### config.mk
export PLATFORM = sky130hd
export DESIGN_NAME = buzzer_alert_sequencer
export DESIGN_NICKNAME = d
export VERILOG_FILES = /design/src/bas_pkg.sv /design/src/bas_core.sv /design/src/buzzer_alert_sequencer.sv
export SDC_FILE = /design/constraint.sdc
export NUM_CORES = 1
export LEC_CHECK = 0
export BUFFER_PORTS_ARGS = -buffer_cell sky130_fd_sc_hd__buf_2
export CORE_ASPECT_RATIO = 1.75
export CORE_MARGIN = 1.5
export CORE_UTILIZATION = 53
export CTS_BUF_LIST = sky130_fd_sc_hd__clkbuf_4 sky130_fd_sc_hd__clkbuf_8 sky130_fd_sc_hd__clkbuf_16
export CTS_CLUSTER_DIAMETER = 40
export CTS_CLUSTER_SIZE = 14
export DETAILED_ROUTE_END_ITERATION = 10
export GPL_ROUTABILITY_DRIVEN = 1
export GPL_TIMING_DRIVEN = 0
export MAX_ROUTING_LAYER = met4
export PLACE_DENSITY = 0.71
export SKIP_LAST_GASP = 1
export SLEW_MARGIN = 20
export SYNTH_ARGS = -nofsm -noshare
export SYNTH_HDL_FRONTEND = slang
export SYNTH_SLANG_ARGS = --single-unit
### constraint.sdc
create_clock -name aclk -period 5.4 [get_ports aclk]
set_input_delay 0.27 -clock aclk [delete_from_list [all_inputs] [get_ports aclk]]
set_output_delay 0.27 -clock aclk [all_outputs]
set_load 0.01 [all_outputs]
### src/bas_pkg.sv
// ----------------------------------------------------------------------------
// bas_pkg
// Types and constants of the buzzer alert sequencer.
// ----------------------------------------------------------------------------
package bas_pkg;

    localparam int CfgWidth   = 16;
    localparam int CfgIdxW    = 3;

    // register indexes
    localparam logic [CfgIdxW-1:0] REG_SHORT_BEEP   = 3'd0;
    localparam logic [CfgIdxW-1:0] REG_CONFIRM_BEEP = 3'd1;
    localparam logic [CfgIdxW-1:0] REG_SEGMENT      = 3'd2;
    localparam logic [CfgIdxW-1:0] REG_PAUSE        = 3'd3;
    localparam logic [CfgIdxW-1:0] REG_REPEATS      = 3'd4;

    // register reset values
    localparam logic [7:0]  RST_SHORT_BEEP   = 8'd2;
    localparam logic [7:0]  RST_CONFIRM_BEEP = 8'd100;
    localparam logic [15:0] RST_SEGMENT      = 16'd80;
    localparam logic [15:0] RST_PAUSE        = 16'd850;
    localparam logic [3:0]  RST_REPEATS      = 4'd3;

    // tone codes
    localparam logic [1:0] TONE_4K0 = 2'd0;
    localparam logic [1:0] TONE_4K1 = 2'd1;
    localparam logic [1:0] TONE_2K0 = 2'd2;
    localparam logic [1:0] TONE_3K3 = 2'd3;

    // alarm phases
    localparam logic [3:0] PH_START = 4'd0;
    localparam logic [3:0] PH_TONE1 = 4'd1;
    localparam logic [3:0] PH_GAP1  = 4'd2;
    localparam logic [3:0] PH_TONE2 = 4'd3;
    localparam logic [3:0] PH_GAP2  = 4'd4;
    localparam logic [3:0] PH_TONE3 = 4'd5;
    localparam logic [3:0] PH_GAP3  = 4'd6;
    localparam logic [3:0] PH_TONE4 = 4'd7;
    localparam logic [3:0] PH_PAUSE = 4'd8;

    typedef struct packed {
        logic [7:0]  short_beep_ticks;
        logic [7:0]  confirm_beep_ticks;
        logic [15:0] segment_ticks;
        logic [15:0] pause_ticks;
        logic [3:0]  alarm_repeats;
    } cfg_t;

    typedef struct packed {
        logic        short_beep_pending;
        logic        confirm_beep_pending;
        logic        low_battery_latched;
        logic        all_off_pending;
        logic [7:0]  beep_counter;
        logic [7:0]  all_off_counter;
        logic [3:0]  alarm_phase;
        logic [15:0] alarm_counter;
        logic [3:0]  alarm_cycles;
        logic        drive_on;
        logic [1:0]  drive_tone;
    } state_t;

    typedef struct packed {
        logic request_short_beep;
        logic request_confirm_beep;
        logic test_tone_active;
        logic request_low_battery;
        logic request_all_off_beep;
        logic burner_active;
    } tick_t;

endpackage

### src/bas_core.sv
// ----------------------------------------------------------------------------
// bas_core
// Next-state and result logic for one tick of the alert sequencer.
// ----------------------------------------------------------------------------
module bas_core
    import bas_pkg::*;
(
    input  cfg_t   cfg,
    input  state_t cur,
    input  tick_t  tick,
    output state_t nxt,
    output logic   clear_pulse
);

    state_t      s;
    logic [7:0]  beep_inc;
    logic [7:0]  alloff_inc;
    logic [15:0] alarm_inc;
    logic [3:0]  cycles_inc;
    logic        seg_done;

    assign beep_inc   = cur.beep_counter + 8'd1;
    assign alloff_inc = cur.all_off_counter + 8'd1;
    assign alarm_inc  = cur.alarm_counter + 16'd1;
    assign cycles_inc = cur.alarm_cycles + 4'd1;
    assign seg_done   = (alarm_inc >= cfg.segment_ticks);

    always_comb begin
        s           = cur;
        clear_pulse = 1'b0;
        // latch request pulses before service
        s.short_beep_pending   = cur.short_beep_pending | tick.request_short_beep;
        s.confirm_beep_pending = cur.confirm_beep_pending | tick.request_confirm_beep;
        s.low_battery_latched  = cur.low_battery_latched | tick.request_low_battery;
        s.all_off_pending      = cur.all_off_pending | tick.request_all_off_beep;

        if (s.short_beep_pending) begin
            if (cur.beep_counter == 8'd0) begin
                s.drive_on   = 1'b1;
                s.drive_tone = TONE_4K0;
            end
            s.beep_counter = beep_inc;
            if (beep_inc > cfg.short_beep_ticks) begin
                s.beep_counter       = 8'd0;
                s.drive_on           = 1'b0;
                s.short_beep_pending = 1'b0;
            end
        end else if (s.confirm_beep_pending) begin
            if (cur.beep_counter == 8'd0) begin
                s.drive_on   = 1'b1;
                s.drive_tone = TONE_4K1;
            end
            s.beep_counter = beep_inc;
            if (beep_inc > cfg.confirm_beep_ticks) begin
                s.beep_counter         = 8'd0;
                s.drive_on             = 1'b0;
                s.confirm_beep_pending = 1'b0;
            end
        end else if (tick.test_tone_active) begin
            s.drive_on   = 1'b1;
            s.drive_tone = TONE_4K1;
        end else if (s.low_battery_latched) begin
            case (cur.alarm_phase)
                PH_START: begin
                    s.drive_on      = 1'b1;
                    s.drive_tone    = TONE_2K0;
                    s.alarm_phase   = PH_TONE1;
                    s.alarm_counter = 16'd0;
                end
                PH_TONE1, PH_TONE2, PH_TONE3, PH_TONE4: begin
                    s.alarm_counter = seg_done ? 16'd0 : alarm_inc;
                    if (seg_done) begin
                        s.drive_on    = 1'b0;
                        s.alarm_phase = cur.alarm_phase + 4'd1;
                    end
                end
                PH_GAP1, PH_GAP3: begin
                    s.alarm_counter = seg_done ? 16'd0 : alarm_inc;
                    if (seg_done) begin
                        s.drive_on    = 1'b1;
                        s.drive_tone  = TONE_3K3;
                        s.alarm_phase = cur.alarm_phase + 4'd1;
                    end
                end
                PH_GAP2: begin
                    s.alarm_counter = seg_done ? 16'd0 : alarm_inc;
                    if (seg_done) begin
                        s.drive_on    = 1'b1;
                        s.drive_tone  = TONE_4K1;
                        s.alarm_phase = PH_TONE3;
                    end
                end
                PH_PAUSE: begin
                    s.alarm_counter = alarm_inc;
                    if (alarm_inc > cfg.pause_ticks) begin
                        s.alarm_counter = 16'd0;
                        s.alarm_phase   = PH_START;
                        s.alarm_cycles  = cycles_inc;
                        if (cycles_inc > cfg.alarm_repeats) begin
                            s.alarm_cycles        = 4'd0;
                            clear_pulse           = tick.burner_active;
                            s.low_battery_latched = 1'b0;
                        end
                    end
                end
                default: begin
                    // unreachable phases: hold until idle resets them
                end
            endcase
        end else if (s.all_off_pending) begin
            if (cur.all_off_counter == 8'd0) begin
                s.drive_on   = 1'b1;
                s.drive_tone = TONE_4K1;
            end
            s.all_off_counter = alloff_inc;
            if (alloff_inc > cfg.confirm_beep_ticks) begin
                s.all_off_counter = 8'd0;
                s.drive_on        = 1'b0;
                s.all_off_pending = 1'b0;
            end
        end else begin
            s.drive_on      = 1'b0;
            s.beep_counter  = 8'd0;
            s.alarm_counter = 16'd0;
            s.alarm_cycles  = 4'd0;
            s.alarm_phase   = PH_START;
        end
        nxt = s;
    end

endmodule

### src/buzzer_alert_sequencer.sv
// ----------------------------------------------------------------------------
// buzzer_alert_sequencer
// Prioritized buzzer alerts: key beep, confirm beep, test tone, low-battery
// alarm pattern and all-off beep, one tick per input item.
// ----------------------------------------------------------------------------
// Each accepted item is one timer tick. The block takes one item per clock
// cycle while s_axis_tready is high; its result appears in the output
// register on the cycle after acceptance and stays there until taken.
// s_axis_tready is high whenever the output register is empty or is being
// emptied in the same cycle, so a steady stream with m_axis_tready high flows
// at one item per cycle. Configuration writes take effect at once and should
// be made only while no item is in flight.
// ----------------------------------------------------------------------------
module buzzer_alert_sequencer
    import bas_pkg::*;
(
    input  logic                aclk,
    input  logic                aresetn,
    // configuration
    input  logic                cfg_wr_en,
    input  logic [CfgIdxW-1:0]  cfg_index,
    input  logic [CfgWidth-1:0] cfg_wdata,
    // tick items
    input  logic                s_axis_tvalid,
    output logic                s_axis_tready,
    // [0] request_short_beep, [1] request_confirm_beep, [2] test_tone_active,
    // [3] request_low_battery, [4] request_all_off_beep, [5] burner_active,
    // [7:6] zero
    input  logic [7:0]          s_axis_tdata,
    // result items
    output logic                m_axis_tvalid,
    input  logic                m_axis_tready,
    // [0] buzzer_on, [2:1] tone_select, [3] clear_warning_enable,
    // [4] low_battery_pending, [7:5] zero
    output logic [7:0]          m_axis_tdata
);

    cfg_t   cfg_reg;
    state_t state_reg, state_next;
    tick_t  tick;
    logic   clear_pulse;
    logic   accept;
    logic   out_valid_reg, out_valid_next;
    logic [4:0] out_data_reg;

    assign tick = '{
        request_short_beep:   s_axis_tdata[0],
        request_confirm_beep: s_axis_tdata[1],
        test_tone_active:     s_axis_tdata[2],
        request_low_battery:  s_axis_tdata[3],
        request_all_off_beep: s_axis_tdata[4],
        burner_active:        s_axis_tdata[5]
    };

    assign s_axis_tready = !out_valid_reg || m_axis_tready;
    assign accept        = s_axis_tvalid && s_axis_tready;

    bas_core u_core (
        .cfg         (cfg_reg),
        .cur         (state_reg),
        .tick        (tick),
        .nxt         (state_next),
        .clear_pulse (clear_pulse)
    );

    always_ff @(posedge aclk) begin
        if (!aresetn) begin
            cfg_reg.short_beep_ticks   <= RST_SHORT_BEEP;
            cfg_reg.confirm_beep_ticks <= RST_CONFIRM_BEEP;
            cfg_reg.segment_ticks      <= RST_SEGMENT;
            cfg_reg.pause_ticks        <= RST_PAUSE;
            cfg_reg.alarm_repeats      <= RST_REPEATS;
        end else if (cfg_wr_en) begin
            case (cfg_index)
                REG_SHORT_BEEP:   cfg_reg.short_beep_ticks   <= cfg_wdata[7:0];
                REG_CONFIRM_BEEP: cfg_reg.confirm_beep_ticks <= cfg_wdata[7:0];
                REG_SEGMENT:      cfg_reg.segment_ticks      <= cfg_wdata;
                REG_PAUSE:        cfg_reg.pause_ticks        <= cfg_wdata;
                REG_REPEATS:      cfg_reg.alarm_repeats      <= cfg_wdata[3:0];
                default: begin
                end
            endcase
        end
    end

    always_ff @(posedge aclk) begin
        if (!aresetn) begin
            state_reg <= '0;
        end else if (accept) begin
            state_reg <= state_next;
        end
    end

    always_comb begin
        out_valid_next = out_valid_reg;
        if (accept) begin
            out_valid_next = 1'b1;
        end else if (m_axis_tready) begin
            out_valid_next = 1'b0;
        end
    end

    always_ff @(posedge aclk) begin
        if (!aresetn) begin
            out_valid_reg <= 1'b0;
        end else begin
            out_valid_reg <= out_valid_next;
        end
    end

    // result payload, loaded with the item
    always_ff @(posedge aclk) begin
        if (accept) begin
            out_data_reg <= {state_next.low_battery_latched, clear_pulse,
                             state_next.drive_tone, state_next.drive_on};
        end
    end

    assign m_axis_tvalid = out_valid_reg;
    assign m_axis_tdata  = {3'b000, out_data_reg};

endmodule

== After elaboration in Yosys (flattened, before gate mapping) ==
Index checks and enable logic that the tools add are counted.
W data, S select, Z words.

* Bits in registers: 105
* Word-level logic and storage cells: 145
* Output and inout port bits: 10
* Input port bits: 32

* Multiplexer cells: 60
* Bitwise gates (word level): 11
* Order comparisons: 6
* Equal/unequal tests: 22
* Add/sub/neg operators: 5
* Reduce and logical (&&, ||, !) cells: 22

{| class="wikitable"
|+ Operators with widths
! kind !! count
|-
| $mux W24 || 5
|-
| $pmux W20 S4 || 1
|-
| $mux W8 || 7
|-
| $mux W3 || 18
|-
| $mux W42 || 1
|-
| $mux W27 || 1
|-
| $gt A8 B8 Y1 || 3
|-
| $mux W1 || 17
|-
| $mux W17 || 1
|-
| $add A16 B1 Y16 const B || 1
|-
| $add A8 B1 Y8 const B || 2
|-
| $eq A4 B3 Y1 const B || 4
|-
| $ge A16 B16 Y1 || 1
|-
| $gt A16 B16 Y1 || 1
|-
| $logic_not A8 Y1 || 2
|-
| $mux W16 || 1
|-
| $mux W4 || 4
|-
| $reduce_and A6 Y1 || 2
|-
| $reduce_and A2 Y1 || 5
|-
| $ne A3 B1 Y1 const B || 3
|-
| $reduce_and A9 Y1 || 1
|-
| $add A4 B1 Y4 const B || 2
|-
| $eq A4 B2 Y1 const B || 2
|-
| $not A1 Y1 || 7
|-
| other kinds (28) || 34
|}

== Logic depth before layout (Yosys ltp) ==
Gate-level depths: netlist of run 1.

* Depth in word-level cells: 12
* Depth in mapped cells: 15
* Gate-level depth less buffers: 14

== By module ==
From an unflattened synthesis of run 1, not the netlist that was laid out.

* Cells, all modules: 915
* Area, all modules: 7200.7 sq um

{| class="wikitable"
|+ By module, submodules not included
! module !! cells an instance !! area an instance (sq um) !! sequential area each (sq um) !! times used
|-
| buzzer_alert_sequencer || 414 || 3873.7 || 2152.1 || 1
|-
| bas_core || 501 || 3326.9 || 0.0 || 1
|}

== Least setup slack after synthesis of run 1 ==
No wires, ideal clock.

* Path type: register to register
* Start: reg state_reg[7] (netlist bit)
* End: reg state_reg[23] (netlist bit)
* Setup slack: 1.843 ns
* Stages on the path, launching flop included: 15
* Arrival: 3.487 ns
* Library setup time: 0.070 ns
* Buffers on the path: 0
* Period minus slack after synthesis: 3.557 ns
* Data required time: 5.330 ns
* Cells stage by stage: dfxtp_1 -> ha_1 -> inv_1 -> or3_1 -> nor2b_1 -> nor2b_1 -> or2_2 -> ha_1 -> nand4_1 -> or4_1 -> or2_0 -> o31a_1 -> nor4_1 -> o21ai_0 -> a21oi_1

* Word-level cells in the longest chain between the ends: 4
* Elaborated cells between the ends (all ways): 7
* Those cells by class: 1 x add/sub; 2 x order compare; 3 x eq/ne; 1 x reduce/logical

{| class="wikitable"
|+ RTL lines
! item !! line !! text
|-
| start: declaration || buzzer_alert_sequencer.sv:39 || <nowiki>state_t state_reg, state_next;</nowiki>
|-
| start signal: assignment || buzzer_alert_sequencer.sv:90 || <nowiki>state_reg <= state_next;</nowiki>
|-
| $add A16 B1 Y16 * || bas_core.sv:24 || <nowiki>assign alarm_inc = cur.alarm_counter + 16'd1;</nowiki>
|-
| $gt A16 B16 Y1 or $ge A16 B16 Y1 (tied branches) || bas_core.sv:95, bas_core.sv:26 ||
|-
| $ne A6 B4 Y1 (no line) or $ne A3 B2 Y1 (tied branches) || - ||
|-
| $reduce_and A9 Y1 (no line) * || - ||
|}

Mark *: on every way between the ends. The rest lies on a longest branch, timed or not.
A chain may end at the register's enable or synchronous reset.

== Worst setup path in the final report of run 1 ==
Same ends and word-level chain as after synthesis.

==> metrics.txt, run 1 <==
skew final 11.89 ps; wl on met1 6.016 mm; yosys warns 0; Leakage 0.002873 µW; post_cts resized 0; via/cell ratio roughly 5.9; Net Sw Frac between 20% and 30%; failing checks design-rule violations; Cell Area, Synth 6262 µm²; Critical Path Sink Type flop; number of synthesized flops with an enable pin 5; post-DP HPWL 12.87 mm; sequential area share after synthesis 34.37%; WL met3 574 µm; Core Region about 12000 µm²; Tmin final roughly 4500 ps; post-synthesis average cell area ~8.0 µm²; Routed Antenna Nets 0; worst-margin pin slew 942.0 ps; WP data required 5680 ps; Die Span Y 146.8 µm; internal cell power 1166 µW; RSZ-0062 raised after global routing no; TritonCTS Buffers 9; max_cap viols 0; P per Cell Area 229.2 nW/µm²; critical path class flop to flop; Reg power frac 51.2%; CP arrival 4770 ps; CTS tree built; FP Rows 52; Placed Cells 954; ys flop type dfxtp_1; layout cell share with drive strength beyond 1 10.78%; vias between 5k and 6k; post-CTS setup buffers 0; Hold Path Class input port to flop; Chip Width between 80 and 90 µm; Highest Signal Layer met4; area delta synth->final 10.17%; Combinational Power Share 9.5%; Syn Inst Count approximately 780; GRT Util Overall 26.96%; clock share of power approximately two fifths; die area 12500 µm²; largest net degree at the start of global routing 19; # setup viols final 0; Overflow after GRT 0; GP Congestion 0.8787; clock-pin slew on the worst setup and hold paths roughly 80 ps; 1st-iter DRT viols about 310; H-tree levels 3; worst setup margin between 900 and 1000 ps; Clock Tree Root clkbuf_16; max FFs per register 52; IO Pins 42; synth unique cells 66; hold_buf cts 0; Async SR Flop Fraction 0%; Max Buffers Root-to-Sink 2; WL/cell 16.75 µm; most frequent cells in the layout 143 x nand2_1, 100 x dfxtp_1, 91 x a21oi_1; vias in the first global route 5568; Psw 415.7 µW; Final Cycle Share 83.19%; Port-buffer cells 36; CP Max Fanout 6; Fin Setup TNS 0 ps; met2 WL 8.744 mm; WL final 16.25 mm; Max IR drop VDD 202.2 µV; number of antenna violations at the first check in global routing 0; Initial Utilization 54.38%; fmax 222.6 MHz; CTS sink cnt 105; slew margin rel. 36.51%; final hold violation count 0; pre-CTS setup slack 1018 ps; first-pass GRT wire length 25.77 mm; fin. max-slew vios 0; Finished Layout Cells 970; Worst setup SP type flop; Reg2Reg Setup Slack 910 ps; Clock Latency Late Sink about 350 ps; #FFs+latches synth 105; Nets between 900 and 1k; status complete, but fails checks; DR pass1 iterations 8; most common cell after layout, fill and taps aside nand2_1; DRC Markers 2; ANT cells 0
logic make-up (layout without fill, tap and decap cells):
| kind of cell | count (synthesis) | count (layout) | synth area share, % |
|---|---|---|---|
| buffers and inverters | 91 | 143 | 5.774 |
| XOR/XNOR | 23 | 23 | 3.217 |
| flip-flops | 105 | 105 | 34.37 |
| multiplexers | 4 | 4 | 0.6593 |
| AND/OR/NAND/NOR | 292 | 292 | 21.98 |
| other | 1 | 3 | 0.05988 |
| AO/OA/AOI/OAI | 195 | 195 | 19.96 |
| adder cells (fa/ha/maj) | 70 | 70 | 13.99 |
worst max-delay path, stage by stage (launching register included):
cell and delay [ps]:
dfxtp_1 470, ha_1 240, inv_1 70, or3_1 400, nor2b_1 240, and3_1 210
xor2_1 300, ha_1 200, nand4_1 180, or4_1 580, or2_0 240, o31a_1 200
nor4_1 740, o21ai_0 170, a21oi_1 170
layout make-up:
class	count	area, µm²
well taps	135	168.9
repair buffers	36	180.2
flip-flops and latches	105	2152
multi-input cells	587	3756
inverters	63	236.5
fillers	1062	4617
clock buffers	9	225.2
clock inverters	7	55.05
plain buffers	28	125.1
through the flow:
stage	power (µW)	hold WS (ps)	utilization [%]	cell area (µm²)
3_5_place_dp	977.5	449.1	57.48	6619
2_1_floorplan	915.9	390.7	-	6270
4_1_cts	1593	164.8	59.91	6899
3_3_place_gp	970.9	444.7	57.48	6619
5_1_grt	1649	171.4	59.91	6899
6_report	1581	172.3	59.91	6899
per-layer routing:
| metal | GRT usage (%) | vias up |
|---|---|---|
| li1 | - | 2838 |
| met1 | 25.41 | 2668 |
| met2 | 50.04 | 165 |
| met3 | 3.933 | 59 |
| met4 | 16.48 | 0 |
| met5 | - | - |
synth_stat cells, drive strengths merged (11+ instances only):
master    n  area share [%]
dfxtp   100              32
o21ai    34             3.0
nand2   143             8.6
a21oi    91             7.3
nor3     11            0.88
ha       70              14
nand3    15             1.3
xor2     13             1.8
or2      12             1.2
inv      62             3.7
clkbuf   19             1.1
o211ai   16             1.9
nor2     48             2.9
path summary, 6_finish.rpt:
| path | endpoint | cells after the start | startpoint |
|---|---|---|---|
| worst max-delay path | state_reg[23] | 14 | state_reg[7] |
| worst min-delay path | cfg_reg[35] | 3 | cfg_wdata[15] |
| worst max register to register | state_reg[23] | 14 | state_reg[7] |
| worst min register to register | cfg_reg[22] | 2 | cfg_reg[22] |
power groups by stage:
stage	Sequential, µW	Combinational [µW]	Clock [µW]
after floorplan	827	89.3	0
after global placement	827	144	0
after detailed placement	828	149	0
after CTS	810	150	633
after global routing	812	167	670
final	810	151	620
Power figures use the tool's default switching activity.
==> inputs of run 2 (changes only) <==
--- a/config.mk
+++ b/config.mk
@@ -5,6 +5,7 @@
 export SDC_FILE = /design/constraint.sdc
 export NUM_CORES = 1
 export LEC_CHECK = 0
+export ABC_AREA = 1
 export BUFFER_PORTS_ARGS = -buffer_cell sky130_fd_sc_hd__buf_2
 export CORE_ASPECT_RATIO = 1.75
 export CORE_MARGIN = 1.5
==> constraint.sdc (replaced) <==
create_clock -name aclk -period 4.45 [get_ports aclk]
set_input_delay 0.2225 -clock aclk [delete_from_list [all_inputs] [get_ports aclk]]
set_output_delay 0.2225 -clock aclk [all_outputs]
set_load 0.01 [all_outputs]
==> run 2 against run 1 <==
  * The flow now finishes without violations
  * Core utilization down 0.15 points
  * Global-route usage is 0.38 points higher
  * Via count up 2.2%
  * Setup slack worse by 92 ps
  * Sequential power grew 22%
  * First-iteration DRC count is 41% lower
  * Synthesized cell count grew 17%
  * Highest routed layer unchanged
==> metrics.txt, run 2 <==
final hold violation count 0; largest net degree at the start of global routing 16; WL/cell roughly 15 µm; worst-margin pin slew between 700 and 800 ps; max FFs per register 52; post-CTS setup buffers 0; yosys warns 0; fmax 275.2 MHz; TritonCTS Buffers 9; number of antenna violations at the first check in global routing 0; Leakage 0.003350 µW; most common cell after layout, fill and taps aside nand2_1; critical path class flop to flop; Finished Layout Cells ~1.1k; largest cells by area after synthesis dfxtp_1 31%, ha_1 14%, nand2_1 10%, a21oi_1 8.9%, inv_1 8.0%; # setup viols final 0; Post-Synth Simple-Gate Area roughly 22%; Adder-Cell Fraction of Synth Area 13.56%; vias 5854; compound-cell area share of the yosys netlist 17.01%; Routed Antenna Nets 0; final core occ 59.76%; Final Cycle Share 81.66%; fin. max-slew vios 0; most instantiated cells after synthesis 174 x nand2_1, 138 x inv_1, 115 x a21oi_1; WP data required 4720 ps; DR pass1 iterations 5; Clock Tree Root clkbuf_16; Placed Cells 1085; #FFs+latches synth 105; Reg2Reg Setup Slack just over 800 ps; ys flop type dfxtp_1; via/cell ratio approximately 5.3; 1st-iter DRT viols 185; status complete, no violations; XOR/XNOR Fraction of Synth Area 3.255%; first-pass GRT wire length 26.46 mm; Port-buffer cells 36; Core Region around 12000 µm²; sequential area share after synthesis 33.32%; die area 12880 µm²; RSZ-0062 raised after global routing no; Chip Width 86.45 µm; Nets 1061; Cell Area, Synth 6459 µm²; number of synthesized flops with an enable pin 5; most frequent cells in the layout 174 x nand2_1, 138 x inv_1, 115 x a21oi_1; max_cap viols 0; layout cell share with drive strength beyond 1 roughly 9%; Initial Utilization 54.11%; post-DP HPWL 13.00 mm; vias in the first global route 5713; H-tree levels 3; pre-CTS setup slack around 900 ps; CP Max Fanout 10; P per Cell Area between 200 and 300 nW/µm²; CTS tree built; DRC Markers 0; Min Hold Slack 120.6 ps; CTS sink cnt 105; main combinational cell family by area after synthesis simple AND/OR/NAND/NOR gates; Hold Path Class input port to flop; worst setup margin approximately 820 ps; Max Buffers Root-to-Sink 2; Tmin final 3634 ps; Synth area leader dfxtp_1; Clock Latency Late Sink 350 ps; Die Span Y 149.0 µm; Async SR Flop Fraction 0%; FP Rows 53; IO Pins 42; Overflow after GRT 0; mux cell area share after synthesis 0%; most common cell in the netlist nand2_1; post_cts resized 0; Max IR drop VDD approximately 210 µV; post-synth top area share 31.00%; GP Congestion roughly 0.96; Worst setup SP type flop; ANT cells 0; Syn Inst Count 910; GRT Util Overall 27.34%; skew final 6.231 ps; synth unique cells 43; Critical Path Sink Type flop; slew margin rel. around half; area delta synth->final 10.44%; CP arrival 3900 ps; post-synthesis average cell area a little over 7 µm²; clock-pin slew on the worst setup and hold paths 60 ps; WL final 16.56 mm; hold_buf cts 0; Fin Setup TNS 0 ps
-- run 2: cell count changes in the layout (fill, tap and decap cells not counted), sizes merged, moves of 10 or more --
cell	change
a22o	-10
nor2	+28
a21oi	+28
and3	-10
o21ai	+35
nand3	+27
or2	-11
nand2	+35
inv	+81
-- run 2: through the flow --
step | area [µm²] | total power (µW)
finish | 7133 | 2065
global route | 7133 | 2138
CTS | 7133 | 2081
detailed placement | 6818 | 1242
global placement | 6818 | 1238
floorplan | 6466 | 1160
-- run 2: path summary, 6_finish.rpt --
kind                start       endpoint  depth (start not counted)
min reg2reg   cfg_reg[29]    cfg_reg[29]                          2
max reg2reg  state_reg[7]  state_reg[10]                         15
max          state_reg[7]  state_reg[10]                         15
min          cfg_wdata[8]    cfg_reg[12]                          3
-- run 2: cells by family after synthesis --
family | count (synthesis)
simple gates | 336
compound gates | 205
buf+inv | 169
flops | 105
fa+ha+maj | 70
xor+xnor | 24
other cells | 1
-- run 2: per-layer routing --
metal	vias to the layer above	part of all wire (%)	track usage, %
met5	-	0	-
met4	0	4.5	14.11
met3	40	2.7	2.933
met2	106	55	52.19
met1	2642	38	26.26
li1	3066	-	-
-- run 2: final cells by class --
class                           instances  area, µm²
Multi-Input combinational cell        638       3646
Clock inverter                          2      35.03
Inverter                              146      548.0
Sequential cell                       105       2152
Timing Repair Buffer                   36      180.2
Clock buffer                           13      280.3
Tap cell                              137      171.4
Buffer                                 23      120.1
Fill cell                            1157       4803
-- run 2: where the power goes --
part | total [µW] | switching, µW | internal (µW)
Combinational | 229 | 155 | 74.5
Clock | 844 | 350 | 494
Sequential | 991 | 14.1 | 977
Total | 2060 | 519 | 1550
-- run 2: worst max-delay path: stages, from the launching register on --
cell and delay (ps):
dfxtp_1 460, nand3_1 190, nor3_1 380, nand3_1 160, xor2_1 430, inv_1 120, ha_1 310, a21oi_1 150
o21ai_0 100, a21oi_1 120, nand2_1 240, nor2_1 250, o21bai_4 220, buf_4 220, nand2_1 70, a21oi_1 130
